File: src/rtl/core/tup_pkg.sv
// ----------------------------------------------------------------------------
// tup_pkg
// Shared types, constants and helpers of the texel unpack pipeline.
// ----------------------------------------------------------------------------
package tup_pkg;

    localparam int unsigned LaneCount = 4;

    localparam logic [31:0] OneBits  = 32'h3F80_0000;
    localparam logic [31:0] ZeroBits = 32'h0000_0000;

    // component type codes
    localparam logic [2:0] TypeU8   = 3'd0;
    localparam logic [2:0] TypeS8   = 3'd1;
    localparam logic [2:0] TypeU16  = 3'd2;
    localparam logic [2:0] TypeS16  = 3'd3;
    localparam logic [2:0] TypeU32  = 3'd4;
    localparam logic [2:0] TypeS32  = 3'd5;
    localparam logic [2:0] TypeHalf = 3'd6;
    localparam logic [2:0] TypeF32  = 3'd7;

    // register indexes
    localparam logic [1:0] RegType  = 2'd0;
    localparam logic [1:0] RegNorm  = 2'd1;
    localparam logic [1:0] RegCount = 2'd2;

    // normalize divisors, all of the form 2^n - 1
    localparam logic [15:0] DivU8  = 16'd255;
    localparam logic [15:0] DivS8  = 16'd127;
    localparam logic [15:0] DivU16 = 16'd65535;
    localparam logic [15:0] DivS16 = 16'd32767;

    // exponent of the top fixed-point bit, biased
    localparam logic [7:0] ExpTopRaw  = 8'd158; // 127 + 31
    localparam logic [7:0] ExpTopNorm = 8'd142; // 127 + 15

    typedef struct packed {
        logic        sp;      // direct result, no rounding
        logic [31:0] direct;
        logic        sign;
        logic        nrm;     // fixed point uses normalized scaling
        logic [63:0] mant;
        logic        sticky;
    } t_prep;

    typedef struct packed {
        logic        sp;
        logic [31:0] direct;
        logic        sign;
        logic        zero;
        logic [7:0]  expo;
        logic [23:0] mant;
        logic        guard;
        logic        sticky;
    } t_shft;

    // exact half to single widening
    function automatic logic [31:0] half_to_single(input logic [15:0] h);
        logic [31:0] sgn;
        logic [4:0]  e;
        logic [9:0]  m;
        logic [3:0]  s;
        logic [10:0] mw;
        logic [31:0] res;
        sgn = {h[15], 31'd0};
        e   = h[14:10];
        m   = h[9:0];
        s   = 4'd0;
        for (int i = 0; i < 10; i++) begin
            if (m[i]) begin
                s = 4'(10 - i);
            end
        end
        mw = {1'b0, m} << s;
        if (e == 5'd0) begin
            if (m == 10'd0) begin
                res = sgn;
            end else begin
                res = sgn | {1'b0, 8'(8'd113 - {4'd0, s}), mw[9:0], 13'd0};
            end
        end else if (e == 5'd31) begin
            res = sgn | {1'b0, 8'hFF, m, 13'd0};
        end else begin
            res = sgn | {1'b0, 8'({3'd0, e} + 8'd112), m, 13'd0};
        end
        return res;
    endfunction

endpackage

File: src/rtl/core/texel_unpack_to_float.sv
// ----------------------------------------------------------------------------
// texel_unpack_to_float
// Unpacks one pixel of up to 16 bytes into a float32 RGBA color.
// ----------------------------------------------------------------------------
// Usage:
//  - Input channel: i_valid / o_stall with the 16 pixel bytes split over
//    i_pixel_bytes_low and i_pixel_bytes_high. A word is taken at a clock
//    edge with i_valid high and o_stall low.
//  - Output channel: o_valid / i_stall carrying four float32 components and
//    o_format_error. A word leaves at an edge with o_valid high, i_stall low.
//  - APB port sets component type (0x0), normalized flag (0x4) and
//    component count (0x8); write only while the pipeline is empty.
//  - Stages in order: byte gather and fixed-point prep, leading-zero
//    normalize, then round and pack into the output register.
//  - Throughput is one word per cycle while i_stall is low; each stage holds
//    its word while the next is full and stalled, so a stall loses and
//    repeats nothing. o_stall rises only once all three stages hold words.
//  - Synchronous reset empties the pipeline and restores type u8, raw mode,
//    count four.
// ----------------------------------------------------------------------------
module texel_unpack_to_float (
    input  logic        i_clk,
    input  logic        i_rst_n,
    // pixel input
    input  logic        i_valid,
    output logic        o_stall,
    input  logic [63:0] i_pixel_bytes_low,
    input  logic [63:0] i_pixel_bytes_high,
    // color output
    output logic        o_valid,
    input  logic        i_stall,
    output logic [31:0] o_red_value,
    output logic [31:0] o_green_value,
    output logic [31:0] o_blue_value,
    output logic [31:0] o_alpha_value,
    output logic        o_format_error,
    // APB configuration
    input  logic        psel,
    input  logic        penable,
    input  logic        pwrite,
    input  logic [3:0]  paddr,
    input  logic [31:0] pwdata,
    output logic [31:0] prdata,
    output logic        pready
);

    localparam int unsigned Lanes = tup_pkg::LaneCount;

    // configuration registers
    logic [2:0] r_type, r_count;
    logic       r_norm;
    logic       cfg_wr;

    assign pready = 1'b1;
    assign cfg_wr = psel & penable & pwrite;

    always_ff @(posedge i_clk) begin
        if (!i_rst_n) begin
            r_type  <= tup_pkg::TypeU8;
            r_norm  <= 1'b0;
            r_count <= 3'd4;
        end else if (cfg_wr) begin
            case (paddr[3:2])
                tup_pkg::RegType:  r_type  <= pwdata[2:0];
                tup_pkg::RegNorm:  r_norm  <= pwdata[0];
                tup_pkg::RegCount: r_count <= pwdata[2:0];
                default: ;
            endcase
        end
    end

    always_comb begin
        case (paddr[3:2])
            tup_pkg::RegType:  prdata = {29'd0, r_type};
            tup_pkg::RegNorm:  prdata = {31'd0, r_norm};
            tup_pkg::RegCount: prdata = {29'd0, r_count};
            default:           prdata = 32'd0;
        endcase
    end

    // pipeline flow control: a stage loads when empty or draining
    logic r_v1, r_v2, r_v3;
    logic rdy1, rdy2, rdy3;

    assign rdy3    = !r_v3 || !i_stall;
    assign rdy2    = !r_v2 || rdy3;
    assign rdy1    = !r_v1 || rdy2;
    assign o_stall = !rdy1;
    assign o_valid = r_v3;

    always_ff @(posedge i_clk) begin
        if (!i_rst_n) begin
            r_v1 <= 1'b0;
            r_v2 <= 1'b0;
            r_v3 <= 1'b0;
        end else begin
            if (rdy1) r_v1 <= i_valid;
            if (rdy2) r_v2 <= r_v1;
            if (rdy3) r_v3 <= r_v2;
        end
    end

    // stage 1: gather components and prepare fixed point
    logic [7:0]  bytes [16];
    logic [31:0] raw [Lanes];
    logic        err;
    logic [31:0] dflt [Lanes];

    always_comb begin
        for (int k = 0; k < 8; k++) begin
            bytes[k]     = i_pixel_bytes_low[8*k +: 8];
            bytes[k + 8] = i_pixel_bytes_high[8*k +: 8];
        end
        for (int i = 0; i < Lanes; i++) begin
            case (r_type)
                tup_pkg::TypeU8, tup_pkg::TypeS8:
                    raw[i] = {24'd0, bytes[i]};
                tup_pkg::TypeU16, tup_pkg::TypeS16, tup_pkg::TypeHalf:
                    raw[i] = {16'd0, bytes[2*i + 1], bytes[2*i]};
                default:
                    raw[i] = {bytes[4*i + 3], bytes[4*i + 2], bytes[4*i + 1], bytes[4*i]};
            endcase
            dflt[i] = (i == Lanes - 1) ? tup_pkg::OneBits : tup_pkg::ZeroBits;
        end
    end

    // normalized mode only covers the 8 and 16 bit integer types
    assign err = r_norm && r_type[2];

    tup_pkg::t_prep prep [Lanes];
    tup_pkg::t_prep r_prep [Lanes];
    tup_pkg::t_shft shft [Lanes];
    tup_pkg::t_shft r_shft [Lanes];
    logic [31:0]    color [Lanes];
    logic           r_err1, r_err2;
    logic [31:0]    r_color [Lanes];

    for (genvar g = 0; g < Lanes; g++) begin : g_lane
        tup_lane_prep u_prep (
            .i_type    (r_type),
            .i_norm    (r_norm),
            .i_active  (!err && (3'(g) < r_count)),
            .i_raw     (raw[g]),
            .i_default (dflt[g]),
            .o_prep    (prep[g])
        );

        tup_lane_shift u_shift (
            .i_prep (r_prep[g]),
            .o_shft (shft[g])
        );

        tup_lane_round u_round (
            .i_shft  (r_shft[g]),
            .o_value (color[g])
        );
    end

    always_ff @(posedge i_clk) begin
        if (rdy1) begin
            r_prep <= prep;
            r_err1 <= err;
        end
        if (rdy2) begin
            r_shft <= shft;
            r_err2 <= r_err1;
        end
        if (rdy3) begin
            r_color        <= color;
            o_format_error <= r_err2;
        end
    end

    assign o_red_value   = r_color[0];
    assign o_green_value = r_color[1];
    assign o_blue_value  = r_color[2];
    assign o_alpha_value = r_color[3];

`ifndef ASSERT_OFF
    a_err_defaults: assert property (@(posedge i_clk) disable iff (!i_rst_n)
        (o_valid && o_format_error) |-> (o_red_value == tup_pkg::ZeroBits &&
        o_green_value == tup_pkg::ZeroBits && o_blue_value == tup_pkg::ZeroBits &&
        o_alpha_value == tup_pkg::OneBits))
        else $error("format error word without default color");

    a_stall_full: assert property (@(posedge i_clk) disable iff (!i_rst_n)
        o_stall |-> (r_v1 && r_v2 && r_v3 && i_stall))
        else $error("input stalled with room in the pipeline");

    a_out_hold: assert property (@(posedge i_clk) disable iff (!i_rst_n)
        (r_v2 && r_v3 && i_stall) |=> r_v2 && r_v3)
        else $error("stalled pipeline dropped a word");
`endif

endmodule

File: src/rtl/core/tup_lane_prep.sv
// ----------------------------------------------------------------------------
// tup_lane_prep
// Stage one of a lane: sign and magnitude, exact fixed-point quotient, or a direct float32 result.
// ----------------------------------------------------------------------------
module tup_lane_prep (
    input  logic [2:0]           i_type,
    input  logic                 i_norm,
    input  logic                 i_active,
    input  logic [31:0]          i_raw,
    input  logic [31:0]          i_default,
    output tup_pkg::t_prep       o_prep
);

    logic [15:0] mag16;
    logic [15:0] div;
    logic        whole;
    logic [15:0] rem;
    logic [47:0] pat8, pat7, pat16, pat15, pat;
    logic        s8, s16, s32;

    assign s8  = i_raw[7];
    assign s16 = i_raw[15];
    assign s32 = i_raw[31];

    always_comb begin
        case (i_type)
            tup_pkg::TypeU8:  begin mag16 = {8'd0, i_raw[7:0]};             div = tup_pkg::DivU8;  end
            tup_pkg::TypeS8:  begin
                mag16 = {8'd0, s8 ? 8'(~i_raw[7:0] + 8'd1) : i_raw[7:0]};
                div   = tup_pkg::DivS8;
            end
            tup_pkg::TypeU16: begin mag16 = i_raw[15:0];                    div = tup_pkg::DivU16; end
            default: begin
                mag16 = s16 ? 16'(~i_raw[15:0] + 16'd1) : i_raw[15:0];
                div   = tup_pkg::DivS16;
            end
        endcase
    end

    // x / (2^n - 1) = whole + rem repeated every n bits after the point
    assign whole = (mag16 >= div);
    assign rem   = whole ? 16'(mag16 - div) : mag16;

    always_comb begin
        for (int j = 0; j < 48; j++) begin
            pat8[47 - j]  = rem[7 - (j % 8)];
            pat7[47 - j]  = rem[6 - (j % 7)];
            pat16[47 - j] = rem[15 - (j % 16)];
            pat15[47 - j] = rem[14 - (j % 15)];
        end
        case (i_type)
            tup_pkg::TypeU8:  pat = pat8;
            tup_pkg::TypeS8:  pat = pat7;
            tup_pkg::TypeU16: pat = pat16;
            default:          pat = pat15;
        endcase
    end

    always_comb begin
        o_prep        = '0;
        o_prep.direct = i_default;
        if (!i_active) begin
            o_prep.sp = 1'b1;
        end else if (i_norm) begin
            o_prep.nrm    = 1'b1;
            o_prep.sign   = (i_type == tup_pkg::TypeS8) ? s8 :
                            (i_type == tup_pkg::TypeS16) ? s16 : 1'b0;
            o_prep.mant   = {15'd0, whole, pat};
            o_prep.sticky = (rem != 16'd0);
        end else begin
            case (i_type)
                tup_pkg::TypeU8:  o_prep.mant = {24'd0, i_raw[7:0], 32'd0};
                tup_pkg::TypeS8: begin
                    o_prep.sign = s8;
                    o_prep.mant = {16'd0, mag16, 32'd0};
                end
                tup_pkg::TypeU16: o_prep.mant = {16'd0, i_raw[15:0], 32'd0};
                tup_pkg::TypeS16: begin
                    o_prep.sign = s16;
                    o_prep.mant = {16'd0, mag16, 32'd0};
                end
                tup_pkg::TypeU32: o_prep.mant = {i_raw, 32'd0};
                tup_pkg::TypeS32: begin
                    o_prep.sign = s32;
                    o_prep.mant = {s32 ? 32'(~i_raw + 32'd1) : i_raw, 32'd0};
                end
                tup_pkg::TypeHalf: begin
                    o_prep.sp     = 1'b1;
                    o_prep.direct = tup_pkg::half_to_single(i_raw[15:0]);
                end
                default: begin
                    o_prep.sp     = 1'b1;
                    o_prep.direct = i_raw;
                end
            endcase
        end
    end

endmodule

File: src/rtl/core/tup_lane_shift.sv
// ----------------------------------------------------------------------------
// tup_lane_shift
// Stage two of a lane: leading-zero count and normalizing shift.
// ----------------------------------------------------------------------------
module tup_lane_shift (
    input  tup_pkg::t_prep i_prep,
    output tup_pkg::t_shft o_shft
);

    logic [5:0]  lz;
    logic [63:0] sh;

    always_comb begin
        lz = 6'd0;
        for (int i = 0; i < 64; i++) begin
            if (i_prep.mant[i]) begin
                lz = 6'(63 - i);
            end
        end
    end

    assign sh = i_prep.mant << lz;

    always_comb begin
        o_shft.sp     = i_prep.sp;
        o_shft.direct = i_prep.direct;
        o_shft.sign   = i_prep.sign;
        o_shft.zero   = (i_prep.mant == 64'd0);
        o_shft.expo   = 8'((i_prep.nrm ? tup_pkg::ExpTopNorm : tup_pkg::ExpTopRaw) - {2'd0, lz});
        o_shft.mant   = sh[63:40];
        o_shft.guard  = sh[39];
        o_shft.sticky = (sh[38:0] != 39'd0) | i_prep.sticky;
    end

endmodule

File: src/rtl/core/tup_lane_round.sv
// ----------------------------------------------------------------------------
// tup_lane_round
// Stage three of a lane: round to nearest even and pack float32.
// ----------------------------------------------------------------------------
module tup_lane_round (
    input  tup_pkg::t_shft i_shft,
    output logic [31:0]    o_value
);

    logic        inc;
    logic [24:0] sum;
    logic [7:0]  expo;
    logic [22:0] frac;

    assign inc  = i_shft.guard & (i_shft.sticky | i_shft.mant[0]);
    assign sum  = {1'b0, i_shft.mant} + {24'd0, inc};
    assign expo = sum[24] ? 8'(i_shft.expo + 8'd1) : i_shft.expo;
    assign frac = sum[24] ? sum[23:1] : sum[22:0];

    always_comb begin
        if (i_shft.sp) begin
            o_value = i_shft.direct;
        end else if (i_shft.zero) begin
            o_value = tup_pkg::ZeroBits;
        end else begin
            o_value = {i_shft.sign, expo, frac};
        end
    end

endmodule

File: config.mk
export PLATFORM = sky130hd
export DESIGN_NAME = texel_unpack_to_float
export DESIGN_NICKNAME = d
export VERILOG_FILES = /design/src/rtl/core/tup_pkg.sv /design/src/rtl/core/texel_unpack_to_float.sv /design/src/rtl/core/tup_lane_prep.sv /design/src/rtl/core/tup_lane_shift.sv /design/src/rtl/core/tup_lane_round.sv
export SDC_FILE = /design/constraint.sdc
export NUM_CORES = 2
export LEC_CHECK = 0
export ABC_AREA = 1
export BUFFER_PORTS_ARGS = -buffer_cell sky130_fd_sc_hd__buf_2
export CAP_MARGIN = 20
export CELL_PAD_IN_SITES_DETAIL_PLACEMENT = 1
export CELL_PAD_IN_SITES_GLOBAL_PLACEMENT = 1
export CORE_MARGIN = 5
export CORE_UTILIZATION = 50
export DETAILED_ROUTE_END_ITERATION = 7
export PLACE_DENSITY_LB_ADDON = 0.1
export SLEW_MARGIN = 20
export SYNTH_ARGS = -nofsm -noshare
export SYNTH_HDL_FRONTEND = slang
export SYNTH_SLANG_ARGS = --single-unit
File: constraint.sdc
create_clock -name i_clk -period 42.6 [get_ports i_clk]
set_clock_uncertainty 0.1 [all_clocks]
set_input_delay 4.26 -clock i_clk [delete_from_list [all_inputs] [get_ports i_clk]]
set_output_delay 4.26 -clock i_clk [all_outputs]
set_load 0.05 [all_outputs]
Word level (Yosys, flattened, before mapping)

Cells that the tools add are included.

Bits in registers: 817
Output and inout port bits: 164
Word-level logic and storage cells: 633

Add/subtract/negate cells: 36
$lt $le $gt $ge: 8
Eq/ne operators: 12
Shift operators: 8
Mux-type cells: 403
Bitwise logic cells: 42
Reduce and logical (&&, ||, !) cells: 51

Operators by type and width:

| kind                    | number |
|---|---|
| $mux W6                 | 256 |
| $pmux W64 S5            | 4 |
| $mux W32                | 24 |
| $pmux W48 S3            | 4 |
| $or A32 B31 Y32         | 12 |
| $pmux W33 S2            | 4 |
| $logic_not A64 Y1       | 4 |
| $pmux W32 S2            | 4 |
| $shl A64 B6 Y64         | 4 |
| $pmux W16 S3            | 5 |
| $mux W4                 | 52 |
| $mux W49                | 4 |
| $reduce_bool A39 Y1     | 4 |
| $mux W33                | 4 |
| $add A32 B1 Y32 const B | 4 |
| $mux W16                | 8 |
| $not A32 Y32            | 4 |
| $add A24 B1 Y25         | 4 |
| $mux W23                | 4 |
| $add A16 B1 Y16 const B | 4 |
| $add A8 B1 Y8 const B   | 8 |
| $ge A16 B16 Y1          | 4 |
| $mux W8                 | 8 |
| $not A16 Y16            | 4 |
| other kinds (33)        | 123 |

Longest topological paths before layout

Depth after elaboration: 67
Depth in mapped cells: 79
Depth with buffers taken out: 78

Hierarchy

Synthesis repeated with hierarchy kept, for this count alone.

Cells, all modules: 11,041
Area, all modules: 73,832.1 µm²

By module, submodules not included:

| module                                  | times used | cells each | area each (µm²) | seq. area each (µm²) |
|---|---|---|---|---|
| texel_unpack_to_float                   | 1          | 1,213      | 26,556.7        | 24,433.4 |
| tup_lane_shift at g_lane[0].u_shift ... | 3          | 1,174      | 5,539.1         | 0.0 |
| tup_lane_prep at g_lane[2].u_prep ...   | 2          | 994        | 4,888.4         | 0.0 |
| tup_lane_shift at g_lane[3].u_shift     | 1          | 1,185      | 5,507.8         | 0.0 |
| tup_lane_prep at g_lane[0].u_prep       | 1          | 1,010      | 4,976.0         | 0.0 |
| tup_lane_prep at g_lane[1].u_prep       | 1          | 993        | 4,887.2         | 0.0 |
| tup_lane_round at g_lane[2].u_round ... | 2          | 284        | 1,387.6         | 0.0 |
| tup_lane_round at g_lane[0].u_round ... | 2          | 281        | 1,367.6         | 0.0 |

Least setup slack after synthesis

No wires, ideal clock.

Path kind: input to register
From: in i_stall
To: reg r_err1, enable pin
Library setup time: 0.676 ns
Data arrival time: 23.153 ns
Data required time: 41.824 ns
Path slack: 18.671 ns
Stages: 5
Path buffers: 0
Cells stage by stage: nand2_1 -> nor2_1 -> inv_1 -> nor2_1 -> inv_1

Cells in the longest elaborated chain, start to end: 4

Ends and longest elaborated chain:

| what                 | RTL line                     | text |
|---|---|---|
| from (decl)          | texel_unpack_to_float.sv:31  | `input logic i_stall,` |
| $logic_not A1 Y1     | texel_unpack_to_float.sv:85  | `assign rdy3 = !r_v3 \|\| !i_stall;` |
| $logic_or A1 B1 Y1   | texel_unpack_to_float.sv:85  |  |
| $logic_or A1 B1 Y1   | texel_unpack_to_float.sv:86  | `assign rdy2 = !r_v2 \|\| rdy3;` |
| via rdy2             | texel_unpack_to_float.sv:83  | `logic rdy1, rdy2, rdy3;` |
| $logic_or A1 B1 Y1   | texel_unpack_to_float.sv:87  | `assign rdy1 = !r_v1 \|\| rdy2;` |
| to (signal assigned) | texel_unpack_to_float.sv:162 | `r_err1 <= err;` |
| to (decl)            | texel_unpack_to_float.sv:135 | `logic r_err1, r_err2;` |

The timed path passes the listed nets, and every way through them passes these cells.
A chain may end at the register's enable or synchronous reset.

Worst setup path in the final report

From: in i_pixel_bytes_low[26]
To: reg r_prep[48] (netlist name) (data pin)

Cells in the longest elaborated chain, start to end: 9

Ends and longest elaborated chain:

| what                                               | RTL line                                 | text |
|---|---|---|
| from (decl)                                        | texel_unpack_to_float.sv:27              | `input logic [63:0] i_pixel_bytes_low,` |
| $pmux W32 S2 *                                     | texel_unpack_to_float.sv:115             | `case (r_type)` |
| $not A16 Y16 or $not A8 Y8 (tied branches)         | tup_lane_prep.sv:34, tup_lane_prep.sv:29 |  |
| $add A16 B1 Y16 or $add A8 B1 Y8 (tied branches)   | tup_lane_prep.sv:34, tup_lane_prep.sv:29 |  |
| $mux W16 or $mux W8 (tied branches)                | tup_lane_prep.sv:34, tup_lane_prep.sv:29 |  |
| $pmux W16 S3                                       | tup_lane_prep.sv:26                      | `case (i_type)` |
| $sub A16 B16 Y16 or $ge A16 B16 Y1 (tied branches) | tup_lane_prep.sv:42, tup_lane_prep.sv:41 |  |
| $mux W16                                           | tup_lane_prep.sv:42                      | `assign rem = whole ? 16'(mag16 - div) : mag16;` |
| $pmux W48 S3                                       | tup_lane_prep.sv:51                      | `case (i_type)` |
| $mux W49 *                                         | tup_lane_prep.sv:64                      | `end else if (i_norm) begin` |
| to (signal assigned)                               | texel_unpack_to_float.sv:161             | `r_prep <= prep;` |
| to (decl)                                          | texel_unpack_to_float.sv:131             | `tup_pkg::t_prep r_prep [Lanes];` |

Mark *: on every way between the ends. The rest lies on a longest branch, timed or not.

==> key figures <==
Run status
  • Run status: finished clean

Detailed routing
  • DR vias: ~76000
  • Via density: 6.64
  • Final antenna-violating net count: 0
  • DR WL/cell: 27.8 microns
  • Detailed Route WL: 317 mm
  • First-iteration detailed-routing DRC count: about 11000
  • First-pass iteration count of the detailed router: 8
  • DR DRC count: 0

Setup path
  • RR Endpoint: r_prep[48]$_SDFFCE_PN0N_
  • CP Launch Point: i_pixel_bytes_low[26]
  • Startpoint types: input pin
  • Reg-to-reg slack, setup: about 33 ns
  • WS Path Type: input pin to flip-flop
  • Req. time, crit path: ~43 ns
  • Worst flop-to-flop path startpoint: r_type[1]$_SDFFE_PN0P_
  • Worst setup path end: r_prep[48]$_SDFFCE_PN0N_
  • Cell family with most CP delay: simple AND/OR/NAND/NOR gates
  • Top cell by count, worst path: inv_1
  • Worst-path maximum fanout: 16
  • Critical Path Stages: 24
  • Worst-path cell chain: buf_2 -> inv_1 -> o221ai_1 -> o21ai_1 -> inv_1 -> nor3_1 -> nand2_1 -> nor2_1 -> nand3_1 -> nor3_1 -> xor2_1 -> inv_1 -> o21ai_0 -> inv_1 -> ha_1 -> a21oi_1 -> nor2_1 -> a2111oi_0 -> nand2_1 -> inv_1 -> mux2i_1 -> nor2_1 -> nor4_1 -> o22ai_1
  • Arr. time, crit path: 11.51 ns
  • Max incr delay on CP: 0.72 ns
  • Slowest-stage cell, CP: nor4_1
  • Worst path bufs/invs: 6
  • Worst-case reg-to-reg path depth: 29
  • Crit end category: flip-flop

Power and ir drop
  • P_leak: 32.7 nW
  • Power Density: 50.2 mW/mm^2
  • Switching Share: 0.466
  • Register share of total power: 0.316
  • P_int: 1.92 mW
  • Max VDD drop: 0.0588 mV
  • Clk network pwr share: 0.236
  • Comb pwr share: 0.448
  • Power consumption: 3.59 mW
  • Sw power: 1.68 mW

Synthesis
  • Unique masters post-synth: 69
  • Mapped Area: 0.0658 sq mm
  • YS warnings: 0
  • #FFs+latches synth: 817
  • Top FF cell, synth: edfxtp_1
  • Fraction of registers with async set/reset: 0
  • Mapped Cells: 9504
  • Avg Cell Area, Syn: 6.92 sq um
  • Sequential-to-total area share from yosys stat: 0.372
  • EDFF count, synth: approximately 810

Timing
  • Fin. Hold Viols: 0
  • Worst-margin pin slew: approximately 1.2 ns
  • Slew Viols, Final: 0
  • Final setup TNS: 0 ns
  • RSZ-0062 raised after global routing: false
  • Fin crit period: 11.18 ns
  • Crit share post-route: 0.262
  • Slew margin rel.: 0.167
  • Maximum clock frequency: 89.5 MHz
  • Final setup fails: 0

GRT
  • Vias in the first global route: 74700
  • Largest net degree at the start of global routing: 119
  • Initial antenna violation count: 50
  • First-pass GRT wire length: 469 mm
  • Grt ovf: 0
  • GRT Total Usage: 0.433

Min path
  • HP Class: flip-flop to flip-flop
  • WHS Path Cells: 0

Layout
  • Nets: 9795
  • Final core occ: 0.546
  • P&R area growth vs syn: 8.84%
  • Layout cells sized above 1: 0.0658
  • Most frequent cells in the layout: nand2_1, nand3_1, inv_1
  • Commonest non-fill, non-tap cell in the layout: nand2_1
  • Layout fillers: 17100

Placement
  • Gpl congestion: 1.02
  • HPWL Detailed: ~240 mm
  • Buffers added on ports: 273

Clocking
  • Cts hold-fix bufs: 0
  • H-tree Lvls: 3
  • Reg clk slew, reported paths: 0.07 ns
  • CTS root buf: clkbuf_16
  • TritonCTS clock tree: yes
  • Clk sinks: around 820
  • Setup bufs post-CTS: 0
  • Max clock buf depth: 3
  • Worst skew pair latency: approximately 0.73 ns
  • CTS Buf Count: 91
  • Post-cts resize count: 0

Floorplan
  • Io pins: 335
  • Die Y-Extent: 373 microns
  • Row count: 133
  • CORE AREA: 0.131 sq mm
  • DIE WIDTH: 373 microns
  • Initial core utilization: 0.502
  • DIE AREA: 0.139 sq mm

Flow run
  • Max-cap violations: 0
==> metal layers <==
| layer | vias up | share of wire | GRT usage |
|---|---|---|---|
| met3 | 1259 | 0.12 | 0.105 |
| met2 | 4990 | 0.44 | 0.680 |
| met4 | 38 | 0.064 | 0.231 |
| met5 | - | 0.00080 | 0 |
| li1 | 32800 | - | - |
| met1 | 36600 | 0.38 | 0.554 |
==> worst min path at each step <==
stage                         startpoint                  endpoint  slack, ns
6_report       r_prep[399]$_SDFFCE_PN1N_     r_shft[275]$_DFFE_PP_       0.31
5_1_grt        r_prep[298]$_SDFFCE_PP0N_     r_shft[205]$_DFFE_PP_       0.32
4_1_cts        r_prep[191]$_SDFFCE_PP0N_     r_shft[129]$_DFFE_PP_       0.32
3_5_place_dp   r_prep[368]$_SDFFCE_PP0N_     r_shft[244]$_DFFE_PP_       0.31
3_3_place_gp   r_prep[191]$_SDFFCE_PP0N_     r_shft[129]$_DFFE_PP_       0.30
2_1_floorplan           r_err2$_DFFE_PP_  o_format_error$_DFFE_PP_       0.30
==> cell type report <==
class,instances,area [sq um],share of cell area
multi-input combinational,7134,35400,0.494
sequential,817,24400,0.341
inverter,1103,4160,0.0581
clock buffer,110,2410,0.0337
timing repair buffer,393,2290,0.0320
tap,1755,2200,0.0307
clock inverter,54,638,0.00892
antenna,29,72.6,0.00101
==> metrics by stage <==
step | std cells | instance area (sq um) | setup slack (ns) | hold WS, ns
floorplan | 9532 | 65900 | 18.67 | 0.300
detailed placement | 11200 | 68400 | 31.07 | 0.306
finish | 11400 | 71600 | 31.42 | 0.309
global route | 11400 | 71500 | 31.28 | 0.316
CTS | 11400 | 71500 | 31.72 | 0.321
global placement | 11200 | 68400 | 31.25 | 0.302
==> worst register-to-register path: cells and delay by family, from the launching register on <==
family | cells | cell delay (ns)
compound gates | 6 | 1.81
simple gates | 11 | 2.75
fa+ha+maj | 1 | 0.38
flops | 1 | 0.33
buf+inv | 9 | 3.00
mux | 1 | 0.34
xor+xnor | 1 | 0.24
==> cell families (layout without fill, tap and decap cells) <==
kind of cell | after synthesis | count (layout) | synth area share
DFF | 817 | 817 | 0.372
xor gates and xnor gates | 142 | 142 | 0.0189
other | 2 | 59 | 0.000114
and+or+nand+nor | 5121 | 5121 | 0.334
adders and majority gates | 84 | 84 | 0.0160
AOI/OAI and AO/OA | 1718 | 1718 | 0.159
muxes | 39 | 39 | 0.00594
buffers and inverters | 1581 | 1660 | 0.0943
==> state kept, by name (all words and copies together) (netlist names) <==
name and cells:
r_err2 1, o_alpha_value 32, r_v1 1, o_blue_value 32, r_type 3, o_format_error 1
r_count 3, r_norm 1, r_shft 276, r_v2 1, o_valid 1, o_red_value 32
r_err1 1, r_prep 400, o_green_value 32
==> power by group through the flow <==
stage / logic (mW) / clock network [mW] / registers (mW)
finish: 1.61 / 0.847 / 1.14
global route: 1.71 / 0.879 / 1.14
CTS: 1.56 / 0.842 / 1.13
detailed placement: 1.53 / 0 / 1.14
global placement: 1.48 / 0 / 1.13
floorplan: 0.876 / 0 / 1.30
==> synth_stat cells (11+ instances only) <==
master	number	area share
a211oi_1	17	0.0019
and3_1	17	0.0016
o221ai_1	88	0.012
nor3_1	222	0.017
o31ai_1	78	0.0089
nand3_1	1427	0.11
o21ai_0	667	0.051
xor2_1	104	0.014
xnor2_1	38	0.0051
inv_1	1064	0.061
o21a_1	24	0.0027
a221oi_1	21	0.0028
a21oi_1	299	0.023
nand4_1	80	0.0076
o32ai_1	17	0.0023
buf_2	42	0.0032
mux2i_1	39	0.0059
a32o_1	22	0.0033
o21ai_1	60	0.0046
or2_2	37	0.0035
buf_4	40	0.0046
o2111ai_1	40	0.0053
nor4_1	70	0.0067
a32oi_1	16	0.0021
o211ai_1	79	0.0090
ha_1	84	0.016
nand2_2	11	0.0010
o22ai_1	113	0.011
a31oi_1	78	0.0074
edfxtp_1	807	0.37
clkinv_1	30	0.0017
a22oi_1	16	0.0018
nand2_1	2395	0.14
clkbuf_1	329	0.019
buf_1	58	0.0033
nor2_1	822	0.047
No activity file was read; power rests on OpenSTA's default activity.
